[config.mk]
export PLATFORM = sky130hd
export DESIGN_NAME = xml_attr_value_normalizer_top_flat
export DESIGN_NICKNAME = d
export VERILOG_FILES = /design/src/design/xavn_pkg.sv /design/src/design/xavn_unit_if.sv /design/src/design/xavn_result_if.sv /design/src/design/xavn_cfg_if.sv /design/src/design/xavn_core.sv /design/src/design/xavn_outbuf.sv /design/src/design/xml_attr_value_normalizer_top.sv /design/src/flat_wrapper.sv
export SDC_FILE = /design/constraint.sdc
export NUM_CORES = 1
export LEC_CHECK = 0
export BUFFER_PORTS_ARGS = -buffer_cell sky130_fd_sc_hd__buf_2
export CAP_MARGIN = 20
export CELL_PAD_IN_SITES_DETAIL_PLACEMENT = 2
export CELL_PAD_IN_SITES_GLOBAL_PLACEMENT = 2
export CORE_ASPECT_RATIO = 1.4
export CORE_MARGIN = 1.5
export CORE_UTILIZATION = 38
export CTS_CLUSTER_SIZE = 24
export DETAILED_ROUTE_END_ITERATION = 16
export GPL_TIMING_DRIVEN = 1
export PLACE_DENSITY = 0.8
export SETUP_SLACK_MARGIN = 0.5
export SLEW_MARGIN = 20
export SYNTH_ARGS = -nofsm -noshare
export SYNTH_HDL_FRONTEND = slang
export SYNTH_SLANG_ARGS = --single-unit
[constraint.sdc]
create_clock -name clk_i -period 5.81 [get_ports clk_i]
set_input_delay 1.162 -clock clk_i [delete_from_list [all_inputs] [get_ports clk_i]]
set_output_delay 1.162 -clock clk_i [all_outputs]
set_load 0.02 [all_outputs]
[src/design/xavn_pkg.sv]
`timescale 1ns / 1ps
// Shared types and constants of the XML attribute value normalizer.
// No dependencies; used by the interfaces, the core, the result buffer and the top level.

package xavn_pkg;

  localparam int unsigned UNIT_W = 16;
  localparam int unsigned ERR_W  = 3;
  localparam int unsigned CNT_W  = 8;
  localparam int unsigned CP_W   = 21;
  localparam int unsigned MAX_RES = 3;

  localparam logic [ERR_W-1:0] ERR_NONE   = 3'd0;
  localparam logic [ERR_W-1:0] ERR_QUOTE  = 3'd1;
  localparam logic [ERR_W-1:0] ERR_LT     = 3'd2;
  localparam logic [ERR_W-1:0] ERR_CHAR   = 3'd3;
  localparam logic [ERR_W-1:0] ERR_UPPERX = 3'd4;
  localparam logic [ERR_W-1:0] ERR_DIGIT  = 3'd5;
  localparam logic [ERR_W-1:0] ERR_EOI    = 3'd6;
  localparam logic [ERR_W-1:0] ERR_ENTITY = 3'd7;

  localparam logic [UNIT_W-1:0] CH_NUL    = 16'h0000;
  localparam logic [UNIT_W-1:0] CH_TAB    = 16'h0009;
  localparam logic [UNIT_W-1:0] CH_LF     = 16'h000A;
  localparam logic [UNIT_W-1:0] CH_CR     = 16'h000D;
  localparam logic [UNIT_W-1:0] CH_SPACE  = 16'h0020;
  localparam logic [UNIT_W-1:0] CH_DQUOTE = 16'h0022;
  localparam logic [UNIT_W-1:0] CH_HASH   = 16'h0023;
  localparam logic [UNIT_W-1:0] CH_AMP    = 16'h0026;
  localparam logic [UNIT_W-1:0] CH_SQUOTE = 16'h0027;
  localparam logic [UNIT_W-1:0] CH_SEMI   = 16'h003B;
  localparam logic [UNIT_W-1:0] CH_LT     = 16'h003C;
  localparam logic [UNIT_W-1:0] CH_UPPERX = 16'h0058;
  localparam logic [UNIT_W-1:0] CH_LOWERX = 16'h0078;
  localparam logic [UNIT_W-1:0] UNIT_MAX  = 16'hFFFD;
  localparam logic [UNIT_W-1:0] HI_SURR   = 16'hD800;
  localparam logic [UNIT_W-1:0] LO_SURR   = 16'hDC00;

  localparam logic [CP_W-1:0] CP_BMP_END = 21'h00FFFF;
  localparam logic [CP_W-1:0] CP_SUPP    = 21'h010000;
  localparam logic [CP_W-1:0] CP_MAX     = 21'h10FFFF;
  localparam logic [CP_W-1:0] CP_SAT     = 21'h110000;

  localparam logic [CNT_W-1:0] CNT_SAT        = 8'hFF;
  localparam logic [CNT_W-1:0] MAX_ERRORS_RST = 8'hFF;

  typedef struct packed {
    logic [UNIT_W-1:0] unit;
    logic              valid;
    logic [ERR_W-1:0]  err;
    logic              done;
    logic              ok;
    logic              limit;
  } res_t;

  typedef struct packed {
    res_t [MAX_RES-1:0] r;
    logic [1:0]         cnt;
  } bundle_t;

endpackage

[src/design/xavn_unit_if.sv]
`timescale 1ns / 1ps
// Input channel: one UTF-16 code unit with its start and type marks per word.
// Depends on xavn_pkg.

interface xavn_unit_if;
  logic                          valid;
  logic                          ready;
  logic [xavn_pkg::UNIT_W-1:0]   code_unit;
  logic                          starts_value;
  logic                          is_cdata;

  modport source (output valid, code_unit, starts_value, is_cdata, input ready);
  modport sink   (input valid, code_unit, starts_value, is_cdata, output ready);
endinterface

[src/design/xavn_result_if.sv]
`timescale 1ns / 1ps
// Result channel: one normalized unit or status word per handshake.
// Depends on xavn_pkg.

interface xavn_result_if;
  logic                         valid;
  logic                         ready;
  logic [xavn_pkg::UNIT_W-1:0]  out_unit;
  logic                         unit_valid;
  logic [xavn_pkg::ERR_W-1:0]   error_code;
  logic                         limit_hit;
  logic                         value_done;
  logic                         value_ok;
  logic                         last;

  modport source (output valid, out_unit, unit_valid, error_code, limit_hit, value_done,
                  value_ok, last, input ready);
  modport sink   (input valid, out_unit, unit_valid, error_code, limit_hit, value_done,
                  value_ok, last, output ready);
endinterface

[src/design/xavn_cfg_if.sv]
`timescale 1ns / 1ps
// Configuration write channel carrying the max_errors register.
// Depends on xavn_pkg.

interface xavn_cfg_if;
  logic                        valid;
  logic                        ready;
  logic [xavn_pkg::CNT_W-1:0]  max_errors;

  modport source (output valid, max_errors, input ready);
  modport sink   (input valid, max_errors, output ready);
endinterface

[src/design/xavn_core.sv]
`timescale 1ns / 1ps
// Normalizer core: value state, reference decoder, error counter and the
// result bundle for the word being accepted. Depends on xavn_pkg.

module xavn_core (
  input  logic                        clk_i,
  input  logic                        rst_ni,
  input  logic                        accept_i,
  input  logic [xavn_pkg::UNIT_W-1:0] code_unit_i,
  input  logic                        starts_value_i,
  input  logic                        is_cdata_i,
  input  logic                        cfg_we_i,
  input  logic [xavn_pkg::CNT_W-1:0]  cfg_data_i,
  output xavn_pkg::bundle_t           bundle_o
);

  typedef enum logic [2:0] {
    PH_IDLE, PH_BODY, PH_AMP, PH_REF_START, PH_REF_DIGITS
  } phase_e;

  typedef struct packed {
    xavn_pkg::bundle_t b;
    logic              ws;
    logic              ne;
  } norm_t;

  phase_e                       phase_q, phase_d;
  logic                         dquote_q, dquote_d;
  logic                         cdata_q, cdata_d;
  logic                         ws_q, ws_d;
  logic                         ne_q, ne_d;
  logic                         hex_q, hex_d;
  logic [xavn_pkg::CP_W-1:0]    acc_q, acc_d;
  logic [xavn_pkg::CNT_W-1:0]   err_cnt_q, err_cnt_d;
  logic [xavn_pkg::CNT_W-1:0]   max_q;

  logic [xavn_pkg::UNIT_W-1:0]  u;
  logic [xavn_pkg::UNIT_W-1:0]  quote;
  logic [4:0]                   digit;
  logic                         digit_ok;
  logic [24:0]                  prod;
  logic [xavn_pkg::CP_W-1:0]    acc_next;
  logic [xavn_pkg::CNT_W-1:0]   run_cnt;
  xavn_pkg::bundle_t            b;
  norm_t                        nrm;

  function automatic xavn_pkg::res_t mk(logic [xavn_pkg::UNIT_W-1:0] unit, logic valid,
                                         logic [xavn_pkg::ERR_W-1:0] err, logic done,
                                         logic ok);
    xavn_pkg::res_t r;
    r.unit  = valid ? unit : '0;
    r.valid = valid;
    r.err   = err;
    r.done  = done;
    r.ok    = ok;
    r.limit = 1'b0;
    return r;
  endfunction

  function automatic xavn_pkg::bundle_t push(xavn_pkg::bundle_t bi, xavn_pkg::res_t r);
    xavn_pkg::bundle_t bo;
    bo = bi;
    if (bi.cnt < 2'(xavn_pkg::MAX_RES)) begin
      bo.r[bi.cnt] = r;
      bo.cnt       = bi.cnt + 2'd1;
    end
    return bo;
  endfunction

  function automatic logic is_space(logic [xavn_pkg::UNIT_W-1:0] c);
    return c == xavn_pkg::CH_SPACE || c == xavn_pkg::CH_TAB ||
           c == xavn_pkg::CH_LF || c == xavn_pkg::CH_CR;
  endfunction

  function automatic logic xml_unit(logic [xavn_pkg::UNIT_W-1:0] c);
    return c == xavn_pkg::CH_TAB || c == xavn_pkg::CH_LF || c == xavn_pkg::CH_CR ||
           (c >= xavn_pkg::CH_SPACE && c <= xavn_pkg::UNIT_MAX);
  endfunction

  function automatic logic xml_cp(logic [xavn_pkg::CP_W-1:0] c);
    logic [xavn_pkg::UNIT_W-1:0] lo;
    lo = c[xavn_pkg::UNIT_W-1:0];
    if (c <= xavn_pkg::CP_BMP_END) begin
      return xml_unit(lo) && !(lo >= xavn_pkg::HI_SURR && lo < 16'hE000);
    end
    return c <= xavn_pkg::CP_MAX;
  endfunction

  function automatic norm_t normalize(xavn_pkg::bundle_t bi, logic [xavn_pkg::UNIT_W-1:0] c,
                                      logic esc, logic cd, logic ws, logic ne);
    norm_t n;
    n.b  = bi;
    n.ws = ws;
    n.ne = ne;
    if (cd) begin
      if (!esc && (c == xavn_pkg::CH_TAB || c == xavn_pkg::CH_LF || c == xavn_pkg::CH_CR)) begin
        n.b  = push(n.b, mk(xavn_pkg::CH_SPACE, 1'b1, xavn_pkg::ERR_NONE, 1'b0, 1'b0));
        n.ne = 1'b0;
      end else if (!xml_unit(c)) begin
        n.b = push(n.b, mk('0, 1'b0, xavn_pkg::ERR_CHAR, 1'b0, 1'b0));
      end else begin
        n.b  = push(n.b, mk(c, 1'b1, xavn_pkg::ERR_NONE, 1'b0, 1'b0));
        n.ne = 1'b0;
      end
    end else if (ws) begin
      if (!is_space(c)) begin
        if (!xml_unit(c)) begin
          n.b = push(n.b, mk('0, 1'b0, xavn_pkg::ERR_CHAR, 1'b0, 1'b0));
        end else begin
          if (!ne) begin
            n.b = push(n.b, mk(xavn_pkg::CH_SPACE, 1'b1, xavn_pkg::ERR_NONE, 1'b0, 1'b0));
          end
          n.ws = 1'b0;
          n.b  = push(n.b, mk(c, 1'b1, xavn_pkg::ERR_NONE, 1'b0, 1'b0));
          n.ne = 1'b0;
        end
      end
    end else if (is_space(c)) begin
      n.ws = 1'b1;
    end else if (!xml_unit(c)) begin
      n.b = push(n.b, mk('0, 1'b0, xavn_pkg::ERR_CHAR, 1'b0, 1'b0));
    end else begin
      n.b  = push(n.b, mk(c, 1'b1, xavn_pkg::ERR_NONE, 1'b0, 1'b0));
      n.ne = 1'b0;
    end
    return n;
  endfunction

  function automatic norm_t finish(xavn_pkg::bundle_t bi, logic [xavn_pkg::CP_W-1:0] c,
                                   logic cd, logic ws, logic ne);
    norm_t                        n;
    logic [xavn_pkg::CP_W-1:0]    v;
    logic [xavn_pkg::UNIT_W-1:0]  hi;
    logic [xavn_pkg::UNIT_W-1:0]  lo;
    v  = c - xavn_pkg::CP_SUPP;
    hi = xavn_pkg::HI_SURR | {6'b0, v[19:10]};
    lo = xavn_pkg::LO_SURR | {6'b0, v[9:0]};
    n.b  = bi;
    n.ws = ws;
    n.ne = ne;
    if (!xml_cp(c)) begin
      n.b = push(bi, mk('0, 1'b0, xavn_pkg::ERR_CHAR, 1'b0, 1'b0));
    end else if (c > xavn_pkg::CP_BMP_END) begin
      n = normalize(bi, hi, 1'b1, cd, ws, ne);
      n = normalize(n.b, lo, 1'b1, cd, n.ws, n.ne);
    end else begin
      n = normalize(bi, c[xavn_pkg::UNIT_W-1:0], 1'b1, cd, ws, ne);
    end
    return n;
  endfunction

  assign u     = code_unit_i;
  assign quote = dquote_q ? xavn_pkg::CH_DQUOTE : xavn_pkg::CH_SQUOTE;

  always_comb begin
    digit_ok = 1'b1;
    digit    = {1'b0, u[3:0]};
    if (u >= 16'h0030 && u <= 16'h0039) begin
      digit = {1'b0, u[3:0]};
    end else if ((u >= 16'h0061 && u <= 16'h0066) || (u >= 16'h0041 && u <= 16'h0046)) begin
      digit = {1'b0, u[3:0]} + 5'd9;
    end else begin
      digit_ok = 1'b0;
    end
    if (!hex_q && digit > 5'd9) begin
      digit_ok = 1'b0;
    end
    prod = hex_q ? {acc_q, 4'b0} : ({1'b0, acc_q, 3'b0} + {3'b0, acc_q, 1'b0});
    prod = prod + 25'(digit);
    acc_next = (acc_q > xavn_pkg::CP_MAX || prod > 25'(xavn_pkg::CP_MAX)) ?
               xavn_pkg::CP_SAT : prod[xavn_pkg::CP_W-1:0];
  end

  always_comb begin
    phase_d  = phase_q;
    dquote_d = dquote_q;
    cdata_d  = cdata_q;
    ws_d     = ws_q;
    ne_d     = ne_q;
    hex_d    = hex_q;
    acc_d    = acc_q;
    b        = '0;
    nrm      = '0;

    if (starts_value_i) begin
      if (u == xavn_pkg::CH_DQUOTE || u == xavn_pkg::CH_SQUOTE) begin
        phase_d  = PH_BODY;
        dquote_d = (u == xavn_pkg::CH_DQUOTE);
        cdata_d  = is_cdata_i;
        ws_d     = 1'b1;
        ne_d     = 1'b1;
        hex_d    = 1'b0;
        acc_d    = '0;
      end else begin
        phase_d = PH_IDLE;
        b = push(b, mk('0, 1'b0, xavn_pkg::ERR_QUOTE, 1'b1, 1'b0));
      end
    end else if (phase_q == PH_IDLE) begin
      phase_d = PH_IDLE;
    end else if (u == xavn_pkg::CH_NUL) begin
      phase_d = PH_IDLE;
      b = push(b, mk('0, 1'b0, xavn_pkg::ERR_EOI, 1'b1, 1'b0));
    end else begin
      case (phase_q)
        PH_BODY: begin
          if (u == xavn_pkg::CH_LT) begin
            b = push(b, mk('0, 1'b0, xavn_pkg::ERR_LT, 1'b0, 1'b0));
          end
          if (u == quote) begin
            phase_d = PH_IDLE;
            b = push(b, mk('0, 1'b0, xavn_pkg::ERR_NONE, 1'b1, 1'b1));
          end else if (u == xavn_pkg::CH_AMP) begin
            phase_d = PH_AMP;
          end else begin
            nrm  = normalize(b, u, 1'b0, cdata_q, ws_q, ne_q);
            b    = nrm.b;
            ws_d = nrm.ws;
            ne_d = nrm.ne;
          end
        end
        PH_AMP: begin
          if (u == xavn_pkg::CH_HASH) begin
            phase_d = PH_REF_START;
            hex_d   = 1'b0;
            acc_d   = '0;
          end else begin
            b = push(b, mk('0, 1'b0, xavn_pkg::ERR_ENTITY, 1'b0, 1'b0));
            if (u == quote) begin
              phase_d = PH_IDLE;
              b = push(b, mk('0, 1'b0, xavn_pkg::ERR_NONE, 1'b1, 1'b1));
            end else begin
              phase_d = PH_BODY;
            end
          end
        end
        PH_REF_START, PH_REF_DIGITS: begin
          phase_d = PH_REF_DIGITS;
          if (phase_q == PH_REF_START && u == xavn_pkg::CH_LOWERX) begin
            hex_d = 1'b1;
          end else if (phase_q == PH_REF_START && u == xavn_pkg::CH_UPPERX) begin
            hex_d = 1'b1;
            b = push(b, mk('0, 1'b0, xavn_pkg::ERR_UPPERX, 1'b0, 1'b0));
          end else if (u == xavn_pkg::CH_SEMI) begin
            phase_d = PH_BODY;
            nrm  = finish(b, acc_q, cdata_q, ws_q, ne_q);
            b    = nrm.b;
            ws_d = nrm.ws;
            ne_d = nrm.ne;
          end else if (!digit_ok) begin
            phase_d = PH_BODY;
            b = push(b, mk('0, 1'b0, xavn_pkg::ERR_DIGIT, 1'b0, 1'b0));
          end else begin
            acc_d = acc_next;
          end
        end
        default: begin
          phase_d = PH_IDLE;
        end
      endcase
    end

    run_cnt = err_cnt_q;
    for (int k = 0; k < xavn_pkg::MAX_RES; k++) begin
      if (2'(k) < b.cnt && b.r[k].err != xavn_pkg::ERR_NONE && run_cnt != xavn_pkg::CNT_SAT) begin
        run_cnt = run_cnt + 8'd1;
      end
      b.r[k].limit = (run_cnt >= max_q);
    end
    err_cnt_d = run_cnt;
  end

  assign bundle_o = b;

  always_ff @(posedge clk_i or negedge rst_ni) begin
    if (!rst_ni) begin
      phase_q   <= PH_IDLE;
      dquote_q  <= 1'b0;
      cdata_q   <= 1'b0;
      ws_q      <= 1'b0;
      ne_q      <= 1'b1;
      hex_q     <= 1'b0;
      acc_q     <= '0;
      err_cnt_q <= '0;
      max_q     <= xavn_pkg::MAX_ERRORS_RST;
    end else begin
      if (accept_i) begin
        phase_q   <= phase_d;
        dquote_q  <= dquote_d;
        cdata_q   <= cdata_d;
        ws_q      <= ws_d;
        ne_q      <= ne_d;
        hex_q     <= hex_d;
        acc_q     <= acc_d;
        err_cnt_q <= err_cnt_d;
      end
      if (cfg_we_i) begin
        max_q <= cfg_data_i;
      end
    end
  end

endmodule

[src/design/xavn_outbuf.sv]
`timescale 1ns / 1ps
// Result register: holds the bundle of one accepted word and hands out its
// results one per handshake. Depends on xavn_pkg.

module xavn_outbuf (
  input  logic                 clk_i,
  input  logic                 rst_ni,
  input  logic                 load_i,
  input  xavn_pkg::bundle_t    bundle_i,
  input  logic                 out_ready_i,
  output logic                 out_valid_o,
  output xavn_pkg::res_t       res_o,
  output logic                 last_o,
  output logic                 in_ready_o
);

  xavn_pkg::res_t [xavn_pkg::MAX_RES-1:0] res_q;
  logic [1:0]                             cnt_q;
  logic [1:0]                             idx_q;
  logic                                   out_fire;
  logic                                   at_last;

  assign out_valid_o = cnt_q != 2'd0;
  assign out_fire    = out_valid_o && out_ready_i;
  assign at_last     = idx_q == (cnt_q - 2'd1);
  assign in_ready_o  = !out_valid_o || (out_fire && at_last);
  assign res_o       = res_q[idx_q];
  assign last_o      = at_last;

  always_ff @(posedge clk_i or negedge rst_ni) begin
    if (!rst_ni) begin
      cnt_q <= '0;
      idx_q <= '0;
    end else if (load_i) begin
      cnt_q <= bundle_i.cnt;
      idx_q <= '0;
    end else if (out_fire) begin
      if (at_last) begin
        cnt_q <= '0;
        idx_q <= '0;
      end else begin
        idx_q <= idx_q + 2'd1;
      end
    end
  end

  always_ff @(posedge clk_i) begin
    if (load_i) begin
      res_q <= bundle_i.r;
    end
  end

  a_load_shows: assert property (@(posedge clk_i) disable iff (!rst_ni)
    (load_i && bundle_i.cnt != 2'd0) |=> out_valid_o)
    else $error("loaded bundle not presented");

  a_idx_range: assert property (@(posedge clk_i) disable iff (!rst_ni)
    out_valid_o |-> (idx_q < cnt_q))
    else $error("result index beyond bundle");

  a_stall_hold: assert property (@(posedge clk_i) disable iff (!rst_ni)
    (out_valid_o && !out_ready_i) |=> ($stable(idx_q) && $stable(cnt_q)))
    else $error("bundle moved while stalled");

  a_advance: assert property (@(posedge clk_i) disable iff (!rst_ni)
    (out_fire && !at_last) |=> (idx_q == $past(idx_q) + 2'd1))
    else $error("result index did not advance");

  a_no_overrun: assert property (@(posedge clk_i) disable iff (!rst_ni)
    load_i |-> in_ready_o)
    else $error("word loaded over pending results");

endmodule

[src/design/xml_attr_value_normalizer_top.sv]
`timescale 1ns / 1ps
// Top level of the XML attribute value normalizer: core and result buffer.
// Depends on xavn_pkg, the channel interfaces, xavn_core and xavn_outbuf.
//
//   channel   | dir | word
//   unit_i    | in  | code_unit, starts_value, is_cdata
//   result_o  | out | out_unit, unit_valid, error_code, limit_hit, value_done, value_ok, last
//   cfg_i     | in  | max_errors
//
// While result_o is ready, a word that gives zero or one result is taken every cycle; a word
// that gives k results holds the input while the result buffer drains one per cycle.
// Results appear in the cycle after the word is taken.
// Reset clears all value state and sets max_errors to 255; no clearing pass.
// A stall on result_o holds the buffer and, once it is full, the input.

module xml_attr_value_normalizer_top (
  input  logic          clk_i,
  input  logic          rst_ni,
  xavn_unit_if.sink     unit_i,
  xavn_result_if.source result_o,
  xavn_cfg_if.sink      cfg_i
);

  logic              in_ready;
  logic              accept;
  xavn_pkg::bundle_t bundle;
  xavn_pkg::res_t    res;
  logic              res_last;

  assign accept       = unit_i.valid && in_ready;
  assign unit_i.ready = in_ready;
  assign cfg_i.ready  = 1'b1;

  xavn_core u_core (
    .clk_i          (clk_i),
    .rst_ni         (rst_ni),
    .accept_i       (accept),
    .code_unit_i    (unit_i.code_unit),
    .starts_value_i (unit_i.starts_value),
    .is_cdata_i     (unit_i.is_cdata),
    .cfg_we_i       (cfg_i.valid),
    .cfg_data_i     (cfg_i.max_errors),
    .bundle_o       (bundle)
  );

  xavn_outbuf u_outbuf (
    .clk_i       (clk_i),
    .rst_ni      (rst_ni),
    .load_i      (accept),
    .bundle_i    (bundle),
    .out_ready_i (result_o.ready),
    .out_valid_o (result_o.valid),
    .res_o       (res),
    .last_o      (res_last),
    .in_ready_o  (in_ready)
  );

  assign result_o.out_unit   = res.unit;
  assign result_o.unit_valid = res.valid;
  assign result_o.error_code = res.err;
  assign result_o.limit_hit  = res.limit;
  assign result_o.value_done = res.done;
  assign result_o.value_ok   = res.ok;
  assign result_o.last       = res_last;

endmodule

[src/flat_wrapper.sv]
// flat-port wrapper written by rule: the top's interface ports become plain ports
module xml_attr_value_normalizer_top_flat 
  (clk_i, rst_ni, unit_i_valid, unit_i_code_unit, unit_i_starts_value, unit_i_is_cdata, unit_i_ready, result_o_valid, result_o_out_unit, result_o_unit_valid, result_o_error_code, result_o_limit_hit, result_o_value_done, result_o_value_ok, result_o_last, result_o_ready, cfg_i_valid, cfg_i_max_errors, cfg_i_ready);
  xavn_unit_if unit_i_i ();
  xavn_result_if result_o_i ();
  xavn_cfg_if cfg_i_i ();
  input  logic clk_i;
  input  logic rst_ni;
  input wire logic [$bits(unit_i_i.valid)-1:0] unit_i_valid;
  input wire logic [$bits(unit_i_i.code_unit)-1:0] unit_i_code_unit;
  input wire logic [$bits(unit_i_i.starts_value)-1:0] unit_i_starts_value;
  input wire logic [$bits(unit_i_i.is_cdata)-1:0] unit_i_is_cdata;
  output wire logic [$bits(unit_i_i.ready)-1:0] unit_i_ready;
  output wire logic [$bits(result_o_i.valid)-1:0] result_o_valid;
  output wire logic [$bits(result_o_i.out_unit)-1:0] result_o_out_unit;
  output wire logic [$bits(result_o_i.unit_valid)-1:0] result_o_unit_valid;
  output wire logic [$bits(result_o_i.error_code)-1:0] result_o_error_code;
  output wire logic [$bits(result_o_i.limit_hit)-1:0] result_o_limit_hit;
  output wire logic [$bits(result_o_i.value_done)-1:0] result_o_value_done;
  output wire logic [$bits(result_o_i.value_ok)-1:0] result_o_value_ok;
  output wire logic [$bits(result_o_i.last)-1:0] result_o_last;
  input wire logic [$bits(result_o_i.ready)-1:0] result_o_ready;
  input wire logic [$bits(cfg_i_i.valid)-1:0] cfg_i_valid;
  input wire logic [$bits(cfg_i_i.max_errors)-1:0] cfg_i_max_errors;
  output wire logic [$bits(cfg_i_i.ready)-1:0] cfg_i_ready;
  assign unit_i_i.valid = unit_i_valid;
  assign unit_i_i.code_unit = unit_i_code_unit;
  assign unit_i_i.starts_value = unit_i_starts_value;
  assign unit_i_i.is_cdata = unit_i_is_cdata;
  assign unit_i_ready = unit_i_i.ready;
  assign result_o_valid = result_o_i.valid;
  assign result_o_out_unit = result_o_i.out_unit;
  assign result_o_unit_valid = result_o_i.unit_valid;
  assign result_o_error_code = result_o_i.error_code;
  assign result_o_limit_hit = result_o_i.limit_hit;
  assign result_o_value_done = result_o_i.value_done;
  assign result_o_value_ok = result_o_i.value_ok;
  assign result_o_last = result_o_i.last;
  assign result_o_i.ready = result_o_ready;
  assign cfg_i_i.valid = cfg_i_valid;
  assign cfg_i_i.max_errors = cfg_i_max_errors;
  assign cfg_i_ready = cfg_i_i.ready;
  xml_attr_value_normalizer_top u_core (.clk_i(clk_i), .rst_ni(rst_ni), .unit_i(unit_i_i), .result_o(result_o_i), .cfg_i(cfg_i_i));
endmodule
; ---- Word-level counts from Yosys, hierarchy flattened
; Cells that the tools add are included.
[op_classes]
reduce_logical = 65
magnitude_cmp = 50
eq_ne = 45
muxes = 263
bitwise_logic = 18
n_addsub = 16
[ops]
columns = cell, n
row1 = 71-bit 2-to-1 mux, 98
row2 = 73-bit 2-to-1 mux, 7
row3 = 69-bit bitwise mux, 6
row4 = 63-bit inverter, 6
row5 = 23-bit demux with 2-bit select, 7
row6 = 63-bit AND, 5
row7 = 71-bit one-hot mux with 3 select lines, 1
row8 = 21-bit 2-to-1 mux, 10
row9 = 25-bit 2-to-1 mux, 8
row10 = 23-bit 2-to-1 mux, 8
row11 = "16-bit by 6-bit == test with 1-bit output, second input constant", 8
row12 = "16-bit by 4-bit == test with 1-bit output, second input constant", 6
row13 = 1-bit 2-to-1 mux, 81
row14 = "16-bit by 6-bit >= comparator with 1-bit output, second input constant", 5
row15 = "16-bit <= comparator, second input constant", 4
row16 = 21-bit by 63-bit AND with 63-bit output, 1
row17 = 23-bit binary-select mux with 2-bit select, 1
row18 = 21-bit one-hot mux with 2 select lines, 1
row19 = "16-bit by 7-bit == test with 1-bit output, second input constant", 2
row20 = "16-bit by 7-bit >= comparator with 1-bit output, second input constant", 2
row21 = "16-bit by 7-bit <= comparator with 1-bit output, second input constant", 2
row22 = 8-bit 2-to-1 mux, 4
row23 = 3-bit 2-to-1 mux, 10
row24 = "3-bit inequality test, second input constant", 10
row25 = other kinds (56), 164
[word_totals]
register_bits = 118
input_bits = 31
elab_cells = 486

; ---- Logic depth before layout (Yosys ltp)
; Gate-level depths: netlist (run 1).
[depth]
depth_word = 92
depth_mapped = 26
depth_no_buf = 25

; ---- By module
; A second synthesis (run 1) with hierarchy kept.
[unflattened]
cells_unflattened = 1230
area_unflattened_um2 = 10537.6
[modules_own_cells]
columns = module, area_per_inst_um2, seq_area_each_um2, cells_each, n_inst
row1 = xavn_core, 7672.4, 1137.3, 1055, 1
row2 = xavn_outbuf, 2847.7, 2172.1, 172, 1
row3 = xml_attr_value_normalizer_top, 17.5, 0.0, 3, 1

; ---- Worst setup path before layout (run 1)
; Ideal clock, no wire load.
[synth_timing]
path_type = in2reg
startpoint = input unit_i_code_unit[9]
endpoint = register u_core.u_outbuf.res_q[0] (netlist bit), data pin
setup_slack_ns = 0.280
setup_ns = 0.257
t_arrival_ns = 5.273
stages = 23
path_cell_list = nor4_2 > and2_1 > buf_2 > nand4_1 > ha_1 > inv_1 > a21boi_0 > nand2_1 > a31o_2 > o21ai_0 > a32oi_2 > nand2_2 > mux2_2 > ha_1 > a21o_1 > a21oi_1 > nor2b_1 > o21ai_0 > nand2b_1 > a21oi_1 > nor2b_1 > o21ai_0 > nand2b_1
[synth_lines]
columns = element, line_no
row1 = "start, declared", flat_wrapper.sv:10  ; input wire logic [$bits(unit_i_i.code_unit)-1:0] unit_i_code_unit;
row2 = "end signal, assigned", xavn_outbuf.sv:49  ; res_q <= bundle_i.r;
row3 = "end, declared", xavn_outbuf.sv:17  ; xavn_pkg::res_t [xavn_pkg::MAX_RES-1:0] res_q;

==> impl_metrics.sql, run 1 <==
INSERT INTO impl_metrics (metric_group, metric, value, unit) VALUES
('run_status', 'status', 'finished, final reports clean', ''),
('worst_hold_path', 'whs_endpoint', 'u_core.u_core.dquote_q$_DFFE_PN0P_', ''),
('timing', 'hold_violations', '0', ''),
('floorplanning', 'die_height', '195', 'um'),
('synth', 'post_synth.cell_area_avg', '8.11', 'um2'),
('global_routing', 'grt_pass1_wl', '62.9', 'mm'),
('clock_network', 'clkLatencyLatePin', '0.38', 'ns'),
('layout', 'area.sequential', '3040', 'um2'),
('layout', 'filler_cell_count', '2944', ''),
('clock_network', 'clockBufferDepth', '2', ''),
('clock_network', 'root_buf_cell', 'sky130_fd_sc_hd__clkbuf_16', ''),
('global_routing', 'grt-ovfl-total', '0', ''),
('setup_path', 'worst-path-max-fanout', '5', ''),
('synth', 'yosys-top-cells-area', 'sky130_fd_sc_hd__edfxtp_1 (18%), sky130_fd_sc_hd__dfrtp_1 (10%), sky130_fd_sc_hd__ha_1 (6.7%), sky130_fd_sc_hd__nand2_1 (6.5%), sky130_fd_sc_hd__a21oi_1 (4.1%)', ''),
('global_routing', 'vias_in_the_first_global_route', '11382', ''),
('setup_path', 'crit_path_top_delay_cell', 'sky130_fd_sc_hd__or4b_2', ''),
('worst_hold_path', 'holdPathStages', '1', ''),
('timing', 'timing.final.setup_violations', '0', ''),
('setup_path', 'launch_instance_of_the_worst_register_to_register_path', 'u_core.u_core.acc_q[4]$_DFFE_PN0P_', ''),
('synth', 'ff_latch_count_synth', '109', ''),
('synth', 'post_synth_inst_count', '1239', ''),
('layout', 'layout.nets', '1375', ''),
('setup_path', 'critPathBufInv', '3', ''),
('clock_network', 'clock_sink_count', '109', ''),
('timing', 'max_slew.worst_pin.slew', '0.926', 'ns'),
('setup_path', 'setup.reg_to_reg.worst_slack', '0.56', 'ns'),
('synth', 'seq_area_frac_synth', '30.2', '%'),
('power_and_ir_drop', 'vdd.ir_drop.worst', '0.120', 'mV'),
('power_and_ir_drop', 'power.leakage', '4.57', 'nW'),
('setup_path', 'crit_family', 'simple AND/OR/NAND/NOR gates', ''),
('global_routing', 'pin_count_of_the_biggest_net_entering_global_routing', '69', ''),
('synth', 'synth_async_sr_flop_share', '45.0', '%'),
('timing', 'setup_slack', '0.394', 'ns'),
('place', 'port_buffers', '56', ''),
('place', 'place_congestion', '0.922', ''),
('clock_network', 'clkSlewWorstSetupHoldPaths', '0.07', 'ns'),
('routing', 'detailroute.via_count', '10395', ''),
('floorplanning', 'boundaryPins', '58', ''),
('timing', 'timing_max_transition_violations_final', '0', ''),
('routing', 'drc_errors', '0', ''),
('setup_path', 'cp.arrival', '5.55', 'ns'),
('synth', 'synth_fp_nets', '1325', ''),
('setup_path', 'cp_common_cell', 'sky130_fd_sc_hd__nand2b_1', ''),
('clock_network', 'tritoncts.num_buffers', '9', ''),
('synth', 'ys_types', '90', ''),
('synth', 'yosysWarnings', '0', ''),
('synth', 'yosysMostFrequentCell', 'sky130_fd_sc_hd__nand2_1', ''),
('layout', 'multiInputGateArea', '6800', 'um2'),
('synth', 'syn-cell-area', '10100', 'um2'),
('setup_path', 'cp_slowest_stage_delay', '0.63', 'ns'),
('place', 'dpl.hpwl', '30.3', 'mm'),
('place', 'place_worst_setup_slack', '-0.143', 'ns'),
('timing', 'relSlewSlack', '38.3', '%'),
('power_and_ir_drop', 'power_density', '184', 'nW/um2'),
('worst_hold_path', 'min-delay-start', 'u_core.u_core.dquote_q$_DFFE_PN0P_', ''),
('routing', 'detailedRoute.firstIterationViolations', '571', ''),
('synth', 'area_share_of_the_largest_cell_type_after_synthesis', '17.9', '%'),
('routing', 'avgRoutedWirePerCell', '25.9', 'um'),
('clock_network', 'tritoncts', 'yes', ''),
('floorplanning', 'core_region_area', '26100', 'um2'),
('worst_hold_path', 'hold_class', 'flop to flop', ''),
('layout', 'post-route-util', '43.9', '%'),
('timing', 'layout_min_cycle_time', '5.42', 'ns'),
('place', 'place_inst', '1589', ''),
('global_routing', 'groute.usage.overall', '29.5', '%'),
('clock_network', 'cts.htree.levels', '3', ''),
('timing', 'clock.fmax', '185', 'MHz'),
('synth', 'synth_enable_flop_cells', '60', ''),
('setup_path', 'r2r-end', 'u_core.u_outbuf.res_q[23]$_DFFE_PP_', ''),
('setup_path', 'critPathRequiredTime', '5.94', 'ns'),
('routing', 'drt_pre_antenna_iters', '5', '');
## area by class of cell
type | count | area share (%)
Clock buffer | 10 | 2.00
Timing Repair Buffer | 119 | 6.84
Tap cell | 324 | 3.54
Multi-Input combinational cell | 1009 | 59.3
Clock inverter | 6 | 0.404
Sequential cell | 109 | 26.5
Inverter | 41 | 1.34
## layout by cell type, fill, tap and decap left out, types with 9 or more instances in the layout
cell type / instances
sky130_fd_sc_hd__a22oi_1: 12
sky130_fd_sc_hd__nand4_1: 17
sky130_fd_sc_hd__a211o_1: 9
sky130_fd_sc_hd__mux2i_1: 27
sky130_fd_sc_hd__o21ai_0: 73
sky130_fd_sc_hd__and3_1: 11
sky130_fd_sc_hd__o31ai_1: 14
sky130_fd_sc_hd__xor2_1: 25
sky130_fd_sc_hd__a31oi_1: 12
sky130_fd_sc_hd__buf_4: 64
sky130_fd_sc_hd__nor2b_1: 19
sky130_fd_sc_hd__nor3_1: 27
sky130_fd_sc_hd__dfrtp_1: 39
sky130_fd_sc_hd__nand2_1: 172
sky130_fd_sc_hd__ha_1: 49
sky130_fd_sc_hd__o211ai_1: 17
sky130_fd_sc_hd__buf_2: 52
sky130_fd_sc_hd__nand3_1: 32
sky130_fd_sc_hd__a21oi_1: 79
sky130_fd_sc_hd__xnor2_1: 24
sky130_fd_sc_hd__dfstp_2: 9
sky130_fd_sc_hd__a211oi_1: 9
sky130_fd_sc_hd__nor2_1: 107
sky130_fd_sc_hd__mux2_2: 9
sky130_fd_sc_hd__edfxtp_1: 60
sky130_fd_sc_hd__inv_1: 36
sky130_fd_sc_hd__o21a_1: 15
sky130_fd_sc_hd__nand2b_1: 27
sky130_fd_sc_hd__clkbuf_16: 9
sky130_fd_sc_hd__or2_2: 11
sky130_fd_sc_hd__a22o_1: 17
sky130_fd_sc_hd__o31ai_2: 11
sky130_fd_sc_hd__nor4_1: 14
## flip-flops by register name (all words and copies together), names as in the netlist
register	cells
u_core.u_core.ne_q	1
u_core.u_outbuf.res_q	60
u_core.u_outbuf.idx_q	2
u_core.u_core.max_q	8
u_core.u_core.dquote_q	1
u_core.u_core.phase_q	3
u_core.u_core.ws_q	1
u_core.u_core.cdata_q	1
u_core.u_core.acc_q	21
u_core.u_outbuf.cnt_q	2
u_core.u_core.err_cnt_q	8
u_core.u_core.hex_q	1
## repair_timing
| action | CTS | global route |
|---|---|---|
| gates cloned | 0 | 0 |
| gates resized for setup | 28 | 35 |
| setup endpoints to repair | 21 | 21 |
| pin swaps | 12 | 22 |
| setup buffers | 7 | 6 |
## cells by family after synthesis
kind of cell             after synthesis  synth area share, %
adder cells (fa/ha/maj)               55                 6.92
other                                  2               0.0747
XOR/XNOR                              53                 4.62
AND/OR/NAND/NOR                      502                 24.6
multiplexers                          39                 4.02
buffers and inverters                121                 4.88
AO/OA/AOI/OAI                        358                 24.7
flip-flops                           109                 30.2
## power breakdown
part           internal [mW]  switching, mW  total (mW)  leakage [nW]
combinational          0.202          0.375       0.577          3.19
clock                  0.295          0.312       0.607         0.130
sequential             0.883         0.0438       0.926          1.25
## through the flow
| stage | hold slack [ns] | instance area [um2] |
|---|---|---|
| 5_1_grt | 0.566 | 11500 |
| 3_3_place_gp | 0.489 | 10800 |
| 4_1_cts | 0.539 | 11300 |
| 6_report | 0.548 | 11500 |
| 2_1_floorplan | 0.476 | 10100 |
| 3_5_place_dp | 0.521 | 10800 |
## how the worst max path moves through the flow
| stage | start | to | slack [ns] |
|---|---|---|---|
| 6_report | unit_i_code_unit[1] | u_core.u_outbuf.res_q[23]$_DFFE_PP_ | 0.39 |
| 5_1_grt | unit_i_code_unit[1] | u_core.u_outbuf.res_q[0]$_DFFE_PP_ | 0.07 |
| 4_1_cts | unit_i_code_unit[11] | u_core.u_outbuf.res_q[0]$_DFFE_PP_ | 0.48 |
| 3_5_place_dp | unit_i_code_unit[0] | u_core.u_outbuf.res_q[0]$_DFFE_PP_ | -0.14 |
| 3_3_place_gp | unit_i_code_unit[0] | u_core.u_core.acc_q[11]$_DFFE_PN0P_ | -0.002 |
| 2_1_floorplan | unit_i_code_unit[7] | u_core.u_outbuf.res_q[23]$_DFFE_PP_ | 0.51 |
## layer usage
| metal | vias to the layer above | track usage, % | part of all wire, % |
|---|---|---|---|
| li1 | 4651 | - | - |
| met2 | 312 | 57.9 | 54 |
| met3 | 142 | 3.56 | 3.5 |
| met5 | - | 0 | 0 |
| met4 | 0 | 16.5 | 5.7 |
| met1 | 5290 | 29.7 | 36 |
Power figures use the tool's default switching activity.
==> inputs of run 2 (changes only) <==
- ABC_AREA: unset -> 1
- CORE_UTILIZATION: 38 -> 31
- PLACE_DENSITY: 0.8 -> 0.76
- RECOVER_POWER: unset -> 50
- clock period: 5.81 -> 4.5 ns (I/O delays scaled with it)
==> run 2 against run 1 <==
  * The run now ends with capacitance limit, slew limit, setup timing left
  * Non-clock buffer count is 148 higher
  * Sequential power rose by 53%
  * Via count is 31% higher
  * Critical path depth is 8 higher
  * Critical path type unchanged
  * Sequential share of layout area down 4.6 points
==> impl_metrics.sql, run 2 <==
INSERT INTO impl_metrics (metric_group, metric, value, unit) VALUES
('run_status', 'status', 'finished with violations', ''),
('setup_path', 'endpoint_kind', 'flop', ''),
('routing', 'routed_wl', '59.2', 'mm'),
('worst_hold_path', 'whs_endpoint', 'u_core.u_core.err_cnt_q[5]$_DFFE_PN0P_', ''),
('setup_path', 'launch_instance_of_the_worst_register_to_register_path', 'u_core.u_core.acc_q[2]$_DFFE_PN0P_', ''),
('timing', 'hold_violations', '0', ''),
('synth', 'post-synth-top-area-cell', 'sky130_fd_sc_hd__edfxtp_1', ''),
('synth', 'yosysMostFrequentCell', 'sky130_fd_sc_hd__nand2_1', ''),
('setup_path', 'worstRegToRegCells', '28', ''),
('timing', 'fin_skew', '0.0255', 'ns'),
('worst_hold_path', 'hold_class', 'flop to flop', ''),
('routing', 'drc_errors', '0', ''),
('timing', 'max_slew.worst_pin.slew', '2.32', 'ns'),
('layout', 'largest_reg_flops', '60', ''),
('routing', 'drt_pre_antenna_iters', '6', ''),
('synth', 'post_synth_inst_count', '1702', ''),
('synth', 'synth_async_sr_flop_share', '45.0', '%'),
('place', 'dpl.hpwl', '43.0', 'mm'),
('layout', 'most-common-layout-cells', 'sky130_fd_sc_hd__nand2_1 (443), sky130_fd_sc_hd__inv_1 (211), sky130_fd_sc_hd__buf_4 (199)', ''),
('place', 'place_worst_setup_slack', '-0.847', 'ns'),
('layout', 'area.sequential', '3040', 'um2'),
('clock_network', 'cts.htree.levels', '3', ''),
('timing', 'post-route-period-util', '114', '%'),
('routing', 'final_antenna_net_count', '0', ''),
('global_routing', 'pin_count_of_the_biggest_net_entering_global_routing', '70', ''),
('clock_network', 'root_buf_cell', 'sky130_fd_sc_hd__clkbuf_16', ''),
('synth', 'synth_fp_nets', '1788', ''),
('clock_network', 'ctsHoldBuffers', '0', ''),
('synth', 'yosys-top-cells-area', 'sky130_fd_sc_hd__edfxtp_1 (17%), sky130_fd_sc_hd__nand2_1 (16%), sky130_fd_sc_hd__dfrtp_1 (9.2%), sky130_fd_sc_hd__nand3_1 (9.1%), sky130_fd_sc_hd__inv_1 (7.6%)', ''),
('floorplanning', 'chip_width', '161', 'um'),
('global_routing', 'groute.usage.overall', '30.6', '%'),
('synth', 'synth-main-ff-cell', 'sky130_fd_sc_hd__edfxtp_1', ''),
('timing', 'timing.final.setup_violations', '2', ''),
('synth', 'dominant_combinational_cell_family_by_area_after_synthesis', 'simple AND/OR/NAND/NOR gates', ''),
('clock_network', 'clockBufferDepth', '2', ''),
('place', 'place_inst', '2333', ''),
('routing', 'avgRoutedWirePerCell', '24.8', 'um'),
('setup_path', 'setup.worst_path.start_class', 'primary input', ''),
('timing', 'setup_slack', '-0.618', 'ns'),
('synth', 'synth_commonest_cells', 'sky130_fd_sc_hd__nand2_1 (465), sky130_fd_sc_hd__inv_1 (219), sky130_fd_sc_hd__nand3_1 (198), sky130_fd_sc_hd__nor2_1 (155), sky130_fd_sc_hd__o21ai_0 (84)', ''),
('synth', 'syn-cell-area', '10900', 'um2'),
('layout', 'filler_cell_count', '4183', ''),
('floorplanning', 'floorplan.die_area', '36200', 'um2'),
('place', 'port_buffers', '56', ''),
('synth', 'ff_latch_count_synth', '109', ''),
('synth', 'synth-xor-area-share', '1.53', '%'),
('layout', 'largest_register', 'u_core.u_outbuf.res_q', ''),
('job', 'cap_viol_max_count', '1', ''),
('synth', 'seq_area_frac_synth', '28.0', '%'),
('power_and_ir_drop', 'power.leakage', '6.32', 'nW'),
('synth', 'area_share_of_the_largest_cell_type_after_synthesis', '16.6', '%'),
('synth', 'ys_types', '55', ''),
('global_routing', 'vias_in_the_first_global_route', '14610', ''),
('floorplanning', 'boundaryPins', '58', ''),
('synth', 'synth.mux.area_fraction', '0.104', '%'),
('floorplanning', 'core_region_area', '34300', 'um2'),
('worst_hold_path', 'holdPathStages', '2', ''),
('layout', 'non_filler_cells_final', '2383', ''),
('synth', 'synth_enable_flop_cells', '60', ''),
('layout', 'multiInputGateArea', '7150', 'um2'),
('floorplanning', 'die_height', '224', 'um'),
('power_and_ir_drop', 'power_density', '389', 'nW/um2'),
('setup_path', 'crit_family', 'simple AND/OR/NAND/NOR gates', ''),
('setup_path', 'cp_slowest_stage_delay', '0.31', 'ns'),
('timing', 'holdWs', '0.502', 'ns'),
('synth', 'synth-compound-area-share', '14.2', '%'),
('layout', 'area_growth', '27.8', '%'),
('setup_path', 'critPathKind', 'primary input to flop', ''),
('setup_path', 'setup.reg_to_reg.worst_slack', '-0.30', 'ns'),
('worst_hold_path', 'min-delay-start', 'u_core.u_core.err_cnt_q[5]$_DFFE_PN0P_', ''),
('setup_path', 'crit_path_top_delay_cell', 'sky130_fd_sc_hd__ha_4', ''),
('timing', 'clock.fmax', '195', 'MHz'),
('setup_path', 'cp.arrival', '5.27', 'ns'),
('setup_path', 'critPathBufInv', '6', ''),
('timing', 'timing_max_transition_violations_final', '35', ''),
('layout', 'post-route-util', '40.4', '%'),
('setup_path', 'r2r-end', 'u_core.u_outbuf.res_q[0]$_DFFE_PP_', ''),
('routing', 'detailroute.via_count', '13652', ''),
('timing', 'layout_min_cycle_time', '5.12', 'ns'),
('layout', 'final_antenna_diode_count', '0', ''),
('setup_path', 'cp_common_cell', 'sky130_fd_sc_hd__o21a_1', ''),
('clock_network', 'tritoncts', 'yes', ''),
('synth', 'post_synth_and_or_nand_nor_area_fraction', '39.3', '%'),
('routing', 'detailedRoute.firstIterationViolations', '846', ''),
('layout', 'layout.cells.most_common', 'sky130_fd_sc_hd__nand2_1', ''),
('synth', 'yosysWarnings', '0', ''),
('place', 'place_congestion', '0.944', ''),
('clock_network', 'clkLatencyLatePin', '0.40', 'ns'),
('global_routing', 'grt_pass1_wl', '84.4', 'mm'),
('synth', 'post_synth.cell_area_avg', '6.38', 'um2'),
('setup_path', 'critPathRequiredTime', '4.65', 'ns'),
('floorplanning', 'initial_core_util', '31.6', '%'),
('layout', 'share_of_final_layout_standard_cells_stronger_than_drive_strength_1', '22.1', '%'),
('layout', 'largest_registers', 'u_core.u_outbuf.res_q (60), u_core.u_core.acc_q (21)', ''),
('clock_network', 'clkSlewWorstSetupHoldPaths', '0.09', 'ns'),
('power_and_ir_drop', 'vdd.ir_drop.worst', '0.292', 'mV'),
('timing', 'relSlewSlack', '-54.8', '%'),
('layout', 'layout.nets', '2013', ''),
('global_routing', 'grt-ovfl-total', '0', ''),
('global_routing', 'grt_antenna_before_repair', '1', ''),
('clock_network', 'tritoncts.num_buffers', '9', ''),
('setup_path', 'worst-path-max-fanout', '4', ''),
('timing', 'rsz_0062_raised_after_global_routing', 'true', ''),
('floorplanning', 'num_rows', '80', ''),
('run_status', 'violated_checks', 'capacitance limit, slew limit, setup timing', ''),
('synth', 'post_synth_fa_ha_maj_area_fraction', '6.40', '%'),
('clock_network', 'clock_sink_count', '109', ''),
('routing', 'post_drt_via_cell_ratio', '5.73', '');
run 2: changes by cell type after synthesis, sizes merged, moves of 25 or more:
cell / previous run / this run
nand2: 174 / 483
inv: 40 / 237
nand3: 34 / 206
nor2: 107 / 164
nand4: 17 / 47
mux2i: 28 / 0
nand2b: 27 / 0
o21ai: 80 / 106
o31ai: 26 / 1
run 2: cell families after synthesis:
group | Yosys count
AOI/OAI and AO/OA | 261
DFF | 109
and+or+nand+nor | 961
buffers and inverters | 294
other | 2
adders and majority gates | 55
xor gates and xnor gates | 19
muxes | 1
run 2: what timing repair did:
action | CTS | global route
setup buffers | 14 | 19
pin swaps | 27 | 28
gates cloned | 0 | 1
endpoints found under the setup margin | 19 | 22
gates resized for setup | 56 | 69
run 2: final cells by class:
type	count	area share, %
multi-input combinational	1300	51.5
sequential	109	21.9
timing repair buffer	267	13.8
inverter	240	6.52
tap	451	4.07
clock buffer	9	1.62
clock inverter	7	0.577
run 2: worst max-delay path by stage:
stage	depth (start not counted)	to	from
2_1_floorplan	31	u_core.u_outbuf.res_q[0]$_DFFE_PP_	unit_i_code_unit[10]
3_3_place_gp	33	u_core.u_outbuf.res_q[0]$_DFFE_PP_	unit_i_code_unit[15]
3_5_place_dp	33	u_core.u_outbuf.res_q[0]$_DFFE_PP_	unit_i_code_unit[15]
4_1_cts	31	u_core.u_outbuf.res_q[0]$_DFFE_PP_	unit_i_code_unit[14]
5_1_grt	28	u_core.u_outbuf.res_q[23]$_DFFE_PP_	unit_i_code_unit[15]
6_report	32	u_core.u_outbuf.res_q[0]$_DFFE_PP_	unit_i_code_unit[15]
run 2: stage by stage:
| stage | total power, mW | area [um2] | TNS, ns |
|---|---|---|---|
| final | 5.39 | 13900 | -1.22 |
| after global routing | 5.66 | 13900 | -4.90 |
| after CTS | 5.11 | 13500 | -0.233 |
| after detailed placement | 4.16 | 12900 | -1.69 |
| after global placement | 4.01 | 12900 | -1.15 |
| after floorplan | 3.10 | 10900 | -0.867 |
run 2: worst reg2reg max path, delay by kind of cell (launching register included):
kind / cells / cell delay [ns]
flip-flops: 1 / 0.43
adder cells (fa/ha/maj): 1 / 0.20
buffers and inverters: 3 / 0.59
AO/OA/AOI/OAI: 10 / 1.78
AND/OR/NAND/NOR: 14 / 1.55
run 2: power breakdown:
part	leakage, nW	internal (mW)	switching, mW
clock network	0.145	0.397	0.493
registers	1.21	1.30	0.123
logic	4.97	0.910	2.17
total	6.32	2.61	2.79
run 2: per-layer routing:
| layer | global-route usage (%) | up-vias | part of all wire [%] |
|---|---|---|---|
| met1 | 31.5 | 6848 | 36 |
| met4 | 18.5 | 2 | 7.3 |
| met2 | 58.4 | 464 | 53 |
| li1 | - | 6104 | - |
| met3 | 3.74 | 234 | 3.8 |
| met5 | 0 | - | 0.019 |
==> inputs of run 3 (changes only) <==
- RECOVER_POWER: 50 -> unset
==> run 3 against run 2 <==
  * The flow finishes with violations (setup timing)
  * Core utilization rose by 0.13 points
  * Die area did not move
  * Combinational power rose by 1%
  * Critical path type unchanged
==> impl_metrics.sql, run 3 (same netlist as run 2, synthesis figures left out) <==
INSERT INTO impl_metrics (metric_group, metric, value, unit) VALUES
('run_status', 'status', 'finished with violations', ''),
('run_status', 'violated_checks', 'setup timing', ''),
('timing', 'post-route-period-util', '114', '%'),
('setup_path', 'crit_start', 'unit_i_code_unit[15]', ''),
('setup_path', 'cp_slowest_stage_delay', '0.31', 'ns'),
('global_routing', 'grt-ovfl-total', '0', ''),
('setup_path', 'endpoint_kind', 'flop', ''),
('place', 'placedInstanceArea', '12900', 'um2'),
('timing', 'fin_skew', '0.0248', 'ns'),
('setup_path', 'crit_path_top_delay_cell', 'sky130_fd_sc_hd__ha_4', ''),
('timing', 'setup_slack', '-0.616', 'ns'),
('place', 'port_buffers', '56', ''),
('power_and_ir_drop', 'fin_total_pwr', '5.43', 'mW'),
('timing', 'holdWs', '0.454', 'ns'),
('layout', 'final_antenna_diode_count', '0', ''),
('timing', 'layout_min_cycle_time', '5.12', 'ns'),
('layout', 'share_of_final_layout_standard_cells_stronger_than_drive_strength_1', '23.7', '%'),
('global_routing', 'pin_count_of_the_biggest_net_entering_global_routing', '70', ''),
('setup_path', 'critPathKind', 'primary input to flop', ''),
('layout', 'post-route-cell-area', '13900', 'um2'),
('place', 'place_congestion', '0.944', ''),
('setup_path', 'crit_family', 'simple AND/OR/NAND/NOR gates', ''),
('global_routing', 'grt_antenna_before_repair', '1', ''),
('layout', 'largest_registers', 'u_core.u_outbuf.res_q (60), u_core.u_core.acc_q (21)', ''),
('floorplanning', 'core_region_area', '34300', 'um2'),
('clock_network', 'root_buf_cell', 'sky130_fd_sc_hd__clkbuf_16', ''),
('timing', 'timing.final.setup_violations', '2', ''),
('clock_network', 'tritoncts', 'yes', ''),
('clock_network', 'tritoncts.num_buffers', '9', ''),
('routing', 'final_antenna_net_count', '0', ''),
('routing', 'detailedRoute.firstIterationViolations', '779', ''),
('routing', 'drt_pre_antenna_iters', '5', ''),
('clock_network', 'clkLatencyLatePin', '0.40', 'ns'),
('layout', 'largest_reg_flops', '60', ''),
('floorplanning', 'initial_core_util', '31.6', '%'),
('timing', 'timing_max_transition_violations_final', '0', ''),
('timing', 'clock.fmax', '195', 'MHz'),
('timing', 'fin_setup_tns', '-1.22', 'ns'),
('power_and_ir_drop', 'power_density', '390', 'nW/um2'),
('power_and_ir_drop', 'power.leakage', '6.42', 'nW'),
('layout', 'area_growth', '28.2', '%'),
('place', 'place_worst_setup_slack', '-0.847', 'ns'),
('setup_path', 'cp_common_cell', 'sky130_fd_sc_hd__o21a_1', ''),
('floorplanning', 'die_height', '224', 'um'),
('global_routing', 'grt_pass1_wl', '84.4', 'mm'),
('global_routing', 'vias_in_the_first_global_route', '14610', ''),
('routing', 'post_drt_via_cell_ratio', '5.75', ''),
('routing', 'avgRoutedWirePerCell', '24.8', 'um'),
('floorplanning', 'boundaryPins', '58', '');
run 3: cell types whose count changed in the layout (fill, tap and decap cells not counted), sizes merged:
cell / previous run / this run
clkbuf: 39 / 9
buf: 237 / 267
run 3: what timing repair did:
| item | 4_1_cts | 5_1_grt |
|---|---|---|
| hold buffers | 0 | 0 |
| endpoints found under the hold margin | 0 | 0 |
| gates resized for setup | 56 | 69 |
| cloned | 0 | 1 |
| setup endpoints to repair | 19 | 22 |
| pin swaps | 27 | 28 |
| buffers inserted | 14 | 19 |
run 3: metrics by stage:
| stage | std cells | utilization (%) |
|---|---|---|
| 2_1_floorplan | 1702 | - |
| 3_3_place_gp | 2333 | 37.6 |
| 3_5_place_dp | 2333 | 37.6 |
| 4_1_cts | 2363 | 39.4 |
| 5_1_grt | 2383 | 40.6 |
| 6_report | 2383 | 40.6 |
run 3: path summary, 6_finish.rpt:
check	end	slack [ns]	cells past startpoint
setup / recovery	u_core.u_outbuf.res_q[0]$_DFFE_PP_	-0.62	32
max in group asynchronous	u_core.u_core.acc_q[0]$_DFFE_PN0P_	3.06	2
hold reg to reg	u_core.u_core.err_cnt_q[5]$_DFFE_PN0P_	0.50	2
hold / removal	u_core.u_core.phase_q[1]$_DFFE_PN0P_	0.45	1
min in group clk_i	u_core.u_core.err_cnt_q[5]$_DFFE_PN0P_	0.50	2
setup reg to reg	u_core.u_outbuf.res_q[0]$_DFFE_PP_	-0.29	27
run 3: cell type report:
class / instances / area share [%]
Multi-Input combinational cell: 1300 / 51.3
Sequential cell: 109 / 21.8
Timing Repair Buffer: 267 / 14.1
Inverter: 240 / 6.50
Tap cell: 451 / 4.05
Clock buffer: 9 / 1.62
Clock inverter: 7 / 0.575
run 3: worst reg2reg max path: stages, from the launching register on:
cell	delay [ns]
sky130_fd_sc_hd__dfrtp_1	0.41
sky130_fd_sc_hd__inv_1	0.09
sky130_fd_sc_hd__nor2_1	0.21
sky130_fd_sc_hd__inv_1	0.09
sky130_fd_sc_hd__nor2_1	0.13
sky130_fd_sc_hd__buf_4	0.28
sky130_fd_sc_hd__inv_1	0.27
sky130_fd_sc_hd__nand3_1	0.17
sky130_fd_sc_hd__nand2_1	0.14
sky130_fd_sc_hd__o21ai_0	0.20
sky130_fd_sc_hd__nand2_1	0.10
sky130_fd_sc_hd__a21oi_2	0.12
sky130_fd_sc_hd__nand3_2	0.11
sky130_fd_sc_hd__nand2_2	0.10
sky130_fd_sc_hd__nand3_4	0.11
sky130_fd_sc_hd__nand3_4	0.15
sky130_fd_sc_hd__nand2_4	0.09
sky130_fd_sc_hd__buf_6	0.13
sky130_fd_sc_hd__nand2_4	0.08
sky130_fd_sc_hd__ha_4	0.20
sky130_fd_sc_hd__o21a_1	0.19
sky130_fd_sc_hd__o21a_1	0.19
sky130_fd_sc_hd__o21a_1	0.19
sky130_fd_sc_hd__o21a_1	0.19
sky130_fd_sc_hd__o21a_1	0.19
sky130_fd_sc_hd__o21a_1	0.19
sky130_fd_sc_hd__o21ai_1	0.15
sky130_fd_sc_hd__nand2_1	0.07
run 3: where the power goes:
part           internal [mW]  leakage (nW)  total [mW]  switching (mW)
Combinational          0.952          5.07        3.12            2.17
Sequential              1.30          1.21        1.42           0.124
Clock                  0.397         0.145       0.890           0.493
Total                   2.65          6.42        5.43            2.78
run 3: metal layers:
metal  GRT usage, %  routed length [um]  vias to the layer above
li1               -                   -                     6108
met1           31.5               21300                     6874
met2           58.4               31100                      479
met3           3.74                2360                      230
met4           18.5                4320                        2
met5              0                  11                        -
